--- config.mk ---
export PLATFORM = sky130hd
export DESIGN_NAME = deq_divider
export DESIGN_NICKNAME = d
export VERILOG_FILES = /design/src/rtl/core/deq_divider.sv
export SDC_FILE = /design/constraint.sdc
export NUM_CORES = 1
export LEC_CHECK = 0
export BUFFER_PORTS_ARGS = -buffer_cell sky130_fd_sc_hd__buf_2
export CAP_MARGIN = 20
export CORE_ASPECT_RATIO = 1.75
export CORE_MARGIN = 1
export CORE_UTILIZATION = 25
export CTS_CLUSTER_DIAMETER = 100
export CTS_CLUSTER_SIZE = 30
export DETAILED_ROUTE_END_ITERATION = 8
export GPL_ROUTABILITY_DRIVEN = 1
export MAX_ROUTING_LAYER = met4
export PLACE_DENSITY = 0.49
export SLEW_MARGIN = 20
export SYNTH_ARGS = -nofsm -noshare
export SYNTH_HDL_FRONTEND = slang
export SYNTH_SLANG_ARGS = --single-unit
--- constraint.sdc ---
create_clock -name clk -period 5.4 [get_ports clk]
set_input_delay 0.27 -clock clk [delete_from_list [all_inputs] [get_ports clk]]
set_output_delay 0.27 -clock clk [all_outputs]
set_load 0.02 [all_outputs]
--- src/rtl/core/deq_divider.sv ---
// Iterative restoring remainder unit: dividend modulo divisor, one bit a cycle.
// Used to reduce a queue position modulo the entry count; no package dependencies.
module deq_divider #(
    parameter int DIVIDEND_W = 16,
    parameter int DIVISOR_W  = 11
) (
    input  logic                  clk,
    input  logic                  rst_n,
    input  logic                  start,
    input  logic [DIVIDEND_W-1:0] dividend,
    input  logic [DIVISOR_W-1:0]  divisor,
    output logic                  done,
    output logic [DIVISOR_W-1:0]  remainder
);

    localparam int CNT_W = (DIVIDEND_W > 1) ? $clog2(DIVIDEND_W) : 1;
    localparam logic [CNT_W-1:0] LAST_STEP = CNT_W'(DIVIDEND_W - 1);

    logic                  run_reg,  run_next;
    logic                  done_reg, done_next;
    logic [CNT_W-1:0]      cnt_reg,  cnt_next;
    logic [DIVIDEND_W-1:0] dvd_reg,  dvd_next;
    logic [DIVISOR_W-1:0]  dsr_reg,  dsr_next;
    logic [DIVISOR_W-1:0]  rem_reg,  rem_next;
    logic [DIVISOR_W:0]    trial;

    // Control registers.
    always_ff @(posedge clk or negedge rst_n)
    begin
        if (!rst_n)
        begin
            run_reg  <= 1'b0;
            done_reg <= 1'b0;
            cnt_reg  <= '0;
        end
        else
        begin
            run_reg  <= run_next;
            done_reg <= done_next;
            cnt_reg  <= cnt_next;
        end
    end

    // Datapath registers.
    always_ff @(posedge clk)
    begin
        dvd_reg <= dvd_next;
        dsr_reg <= dsr_next;
        rem_reg <= rem_next;
    end

    // One restoring step: shift in the next dividend bit, subtract if it fits.
    always_comb
    begin
        trial     = {rem_reg, dvd_reg[DIVIDEND_W-1]};
        run_next  = run_reg;
        done_next = 1'b0;
        cnt_next  = cnt_reg;
        dvd_next  = dvd_reg;
        dsr_next  = dsr_reg;
        rem_next  = rem_reg;
        if (start)
        begin
            run_next = 1'b1;
            cnt_next = LAST_STEP;
            dvd_next = dividend;
            dsr_next = divisor;
            rem_next = '0;
        end
        else if (run_reg)
        begin
            if (trial >= {1'b0, dsr_reg})
            begin
                rem_next = DIVISOR_W'(trial - {1'b0, dsr_reg});
            end
            else
            begin
                rem_next = trial[DIVISOR_W-1:0];
            end
            dvd_next = dvd_reg << 1;
            cnt_next = cnt_reg - 1'b1;
            if (cnt_reg == '0)
            begin
                run_next  = 1'b0;
                done_next = 1'b1;
            end
        end
    end

    assign done      = done_reg;
    assign remainder = rem_reg;

endmodule

* Word-level counts from Yosys, hierarchy flattened *
Cells that the tools add are included.

cells by class
  multiplexer cells = 11
  magnitude comparators = 1
  add/sub/neg operators = 2
  reductions and logical operators = 2

operator list
  operator                                                             count
  16-bit 2-to-1 mux                                                    2
  12-bit by 11-bit greater-or-equal comparator with 1-bit output       1
  11-bit 2-to-1 mux                                                    1
  11-bit subtractor                                                    1
  4-bit 2-to-1 mux                                                     2
  1-bit 2-to-1 mux                                                     6
  4-bit zero test                                                      1
  4-bit by 1-bit subtractor with 4-bit output (second input constant)  1
  2-bit nonzero test                                                   1

word-level totals
  register bits = 44

* Logic depth before layout (Yosys ltp) *
  depth in word-level cells = 4
  mapped depth = 10
  gate-level depth less buffers = 9

* Worst setup path before layout *
No wires, ideal clock.

  path kind = register to register
  start = reg rem_reg[0], in the netlist remainder[0]
  end = reg rem_reg[6], in the netlist remainder[6]
  setup time = 91 ps
  clock period less this slack = 2395 ps
  cell stages (with the launch flop) = 9
  arrival time = 2304 ps
  buffers on the path = 0
  setup slack = 3005 ps
  path through = dfxtp_1 > inv_1 > fa_1 > nand2b_1 > a21oi_1 > o2111a_1 > nor2_1 > or3b_1 > a311oi_1

between the ends
  cells in the longest elaborated chain, start to end = 2
  elaborated cells between the ends (all ways) = 3
  those cells by class = add/sub: 1; order compare: 1; mux: 1

RTL lines
  what                                                                                                        line    source
  from (decl)                                                                                                 24      logic [DIVISOR_W-1:0] rem_reg, rem_next;
  from (signal assigned)                                                                                      49      rem_reg <= rem_next;
  11-bit subtractor / 12-bit by 11-bit greater-or-equal comparator with 1-bit output (equally long branches)  74, 72
  11-bit 2-to-1 mux (*)                                                                                       72      if (trial >= {1'b0, dsr_reg})

Mark *: on every way between the ends. The rest lies on a longest branch, timed or not.
A chain may end at the register's enable or synchronous reset.

* Worst setup path in the final report *
  start = reg dsr_reg[0]
  end = reg rem_reg[6], in the netlist remainder[6]

between the ends
  cells in the longest elaborated chain, start to end = 2
  elaborated cells between the ends (all ways) = 3
  those cells by class = add/sub: 1; order compare: 1; mux: 1

RTL lines
  what                                                                                                        line    source
  from (decl)                                                                                                 23      logic [DIVISOR_W-1:0] dsr_reg, dsr_next;
  from (signal assigned)                                                                                      48      dsr_reg <= dsr_next;
  11-bit subtractor / 12-bit by 11-bit greater-or-equal comparator with 1-bit output (equally long branches)  74, 72
  11-bit 2-to-1 mux (*)                                                                                       72

Marks and branches as above.

==> qor.yml <==
run_status:
  outcome: "complete, no violations"
die:
  die_h_um: 130
  row_count: 46
  start_util_pct: 25.9
  die_area_mm2: 0.00984
  io_pins: 42
  die_w_um: 75.4
  coreArea_mm2: 0.00909
placed_design:
  io_buffers: 41
  dp_hpwl_um: 3810
  routabilityCongestion: 0.790
synth:
  synth_edf_count: 27
  ys_seq_area_share_pct: 50.1
  yosysTopAreaCell: "edfxtp_1"
  synth_flop_cell: "edfxtp_1"
  ys_ff_latch: 44
  yosysWarningCount: 0
  syn_area_per_cell_um2: 10.9
  synthTopCellsByArea: "edfxtp_1, dfxtp_1, mux2_2, dfrtp_1, ha_1"
  syn_area_mm2: 0.00236
  yosys.area_share.adder_pct: 7.21
  synth_top_family_by_area: "compound AO/OA/AOI/OAI gates"
  synth_xor_area_share_pct: 1.86
  yosysTopAreaCellShare_pct: 34.4
  synth-compound-area-share_pct: 13.7
  ys_types: 46
  muxShareOfSynthArea_pct: 9.76
  async_flop_share_pct: 13.6
  synth_nets: 260
  synth-simple-area-share_pct: 12.9
  synthCells: 217
detailed_routing:
  wl_per_cell_um: 13.4
  vias: 1711
  wl_um: 5110
  route.detailed.drc: 0
  drt_first_pass_iters: 4
  drt-initial-drc-count: 46
  vias_per_cell: 4.50
  antenna_left: 0
cells_and_area:
  fillerInstances: 990
  nets: 302
  final_cell_mix: "buf_2, edfxtp_1, nor2_1"
  largest_reg_flops: 16
  drive_gt1_share_pct: 26.2
  final_common_cell: "buf_2"
  insertedDiodeCount: 0
  seqCellArea_mm2: 0.00118
  syn_to_final_growth_pct: 20.2
  multi_input_comb_area_mm2: 0.00107
global_routing:
  grt_use_total_pct: 11.9
  grt_pass1_vias: 1736
  grt-ovfl-total: 0
  grt_max_degree: 40
  grt_first_pass_wirelength_um: 8400
  antenna_found_initial: 0
sta:
  hold_viol_final: 0
  slew_viol_final: 0
  worstMarginPinSlew_ns: 0.799
  rsz0062_at_grt: "false"
  max_freq_ghz: 0.402
  min_period_over_period_pct: 46.0
  final-setup-viol-count: 0
  fin_skew_ns: 0.00922
  fin_crit_ns: 2.49
  slew_headroom_pct: 46.7
  final.setup.tns_ns: 0
critical_path:
  critPathRequiredTime_ns: 5.60
  r2r-start: "dsr_reg[0]"
  worstPathArrival_ns: 2.69
  start_kind: "register"
  endpoint_kind: "register"
  path_class: "reg -> reg"
  reg2reg_slack_ns: 2.91
  worstSetupStartpoint: "dsr_reg[0]"
  cp_max_fo: 4
clocking:
  root_buffer: "clkbuf_16"
  cts_buffers: 5
  cts_resized: 0
  clock-sinks: 44
  cts_max_level: 2
  clk_path_buf_depth: 2
  tritoncts: "yes"
  path_clk_slew_ns: 0.07
  clk_latency_ns: 0.29
pwr:
  leakage_nw: 1.24
  combPwrFrac_pct: 38.5
  ir_worst_vdd_mv: 0.222
  swShare_pct: 36.8
  pwr-share-clk_pct: 24.5
  switchingPower_uw: 454
  finalPower_mw: 1.24
  seqPwrFrac_pct: 37.0
  p_int_uw: 781
  power_density_mw_per_mm2: 436
hold_path:
  hold_class: "in -> reg"
  hp-start: "divisor[1]"
job:
  drv_cap: 0
## metal layers
layer,track usage (%),wire length (µm),vias up
met5,-,0,-
met4,6.43,136,0
met3,1.76,180,8
met2,20.7,2860,34
met1,12.7,1930,794
li1,-,-,875
## what timing repair did
item / CTS / global route
setup endpoints to repair: 0 / 0
hold buffers: 1 / 0
hold endpoints to repair: 6 / 0
buffers inserted: 0 / 0
## power by group through the flow
stage,sequential (mW),clock [mW],combinational [mW]
2_1_floorplan,0.490,0,0.320
3_3_place_gp,0.465,0,0.471
3_5_place_dp,0.465,0,0.477
4_1_cts,0.459,0.312,0.479
5_1_grt,0.466,0.324,0.532
6_report,0.457,0.303,0.476
## layout make-up
type                       count  share of cell area [%]
sequential                    44                    41.7
multi-input combinational    147                    37.8
timing repair buffer          42                    7.59
tap                          120                    5.30
clock buffer                   5                    4.42
inverter                      19                    2.52
clock inverter                 3                   0.662
## worst max-delay path: stages, from the launching register on
cell,delay (ns)
edfxtp_1,0.37
ha_1,0.22
fa_1,0.39
nand2b_1,0.17
a21oi_1,0.23
o2111a_1,0.29
nor2_1,0.11
or3b_1,0.37
a311oi_1,0.24
## synth_stat cells, types with 2 or more instances
library cell,n
a31oi_1,2
dfrtp_1,6
a311oi_1,2
and4_1,2
clkbuf_1,4
o21a_1,2
mux2_2,16
nor3_1,3
o311ai_0,2
o21ai_0,10
ha_1,12
mux2i_1,5
dfxtp_1,11
nand2b_1,5
buf_1,2
nor2_1,24
nor2b_1,3
nand2_1,13
and3_1,3
a21oi_1,9
inv_1,19
o211ai_1,2
a21o_1,3
or4_1,2
edfxtp_1,27
o31ai_1,3
a211oi_1,2
a211o_1,2
xnor2_1,4
## kinds of logic after synthesis
group	count (synthesis)
adder cells (fa/ha/maj)	13
buffers and inverters	26
AND/OR/NAND/NOR	61
flip-flops	44
multiplexers	21
XOR/XNOR	5
AO/OA/AOI/OAI	47
## final timing paths
check,endpoint,cells past startpoint
worst min register to register,remainder[8],2
worst min-delay path,dsr_reg[1],1
max in group asynchronous,cnt_reg[1],2
worst max register to register,remainder[6],8
min in group asynchronous,cnt_reg[3],2
worst max-delay path,remainder[6],8
## per-stage QoR
step                hold slack (ns)  utilization (%)  setup slack, ns  cell area (µm²)  cells
floorplan                   -0.0256                -             3.01             2360    217
global placement              0.101             29.5             2.97             2680    371
detailed placement            0.107             29.5             2.90             2680    371
CTS                           0.144             31.2             2.89             2830    380
global route                  0.140             31.2             2.69             2830    380
finish                        0.149             31.2             2.91             2830    380
No activity file was read; power rests on OpenSTA's default activity.
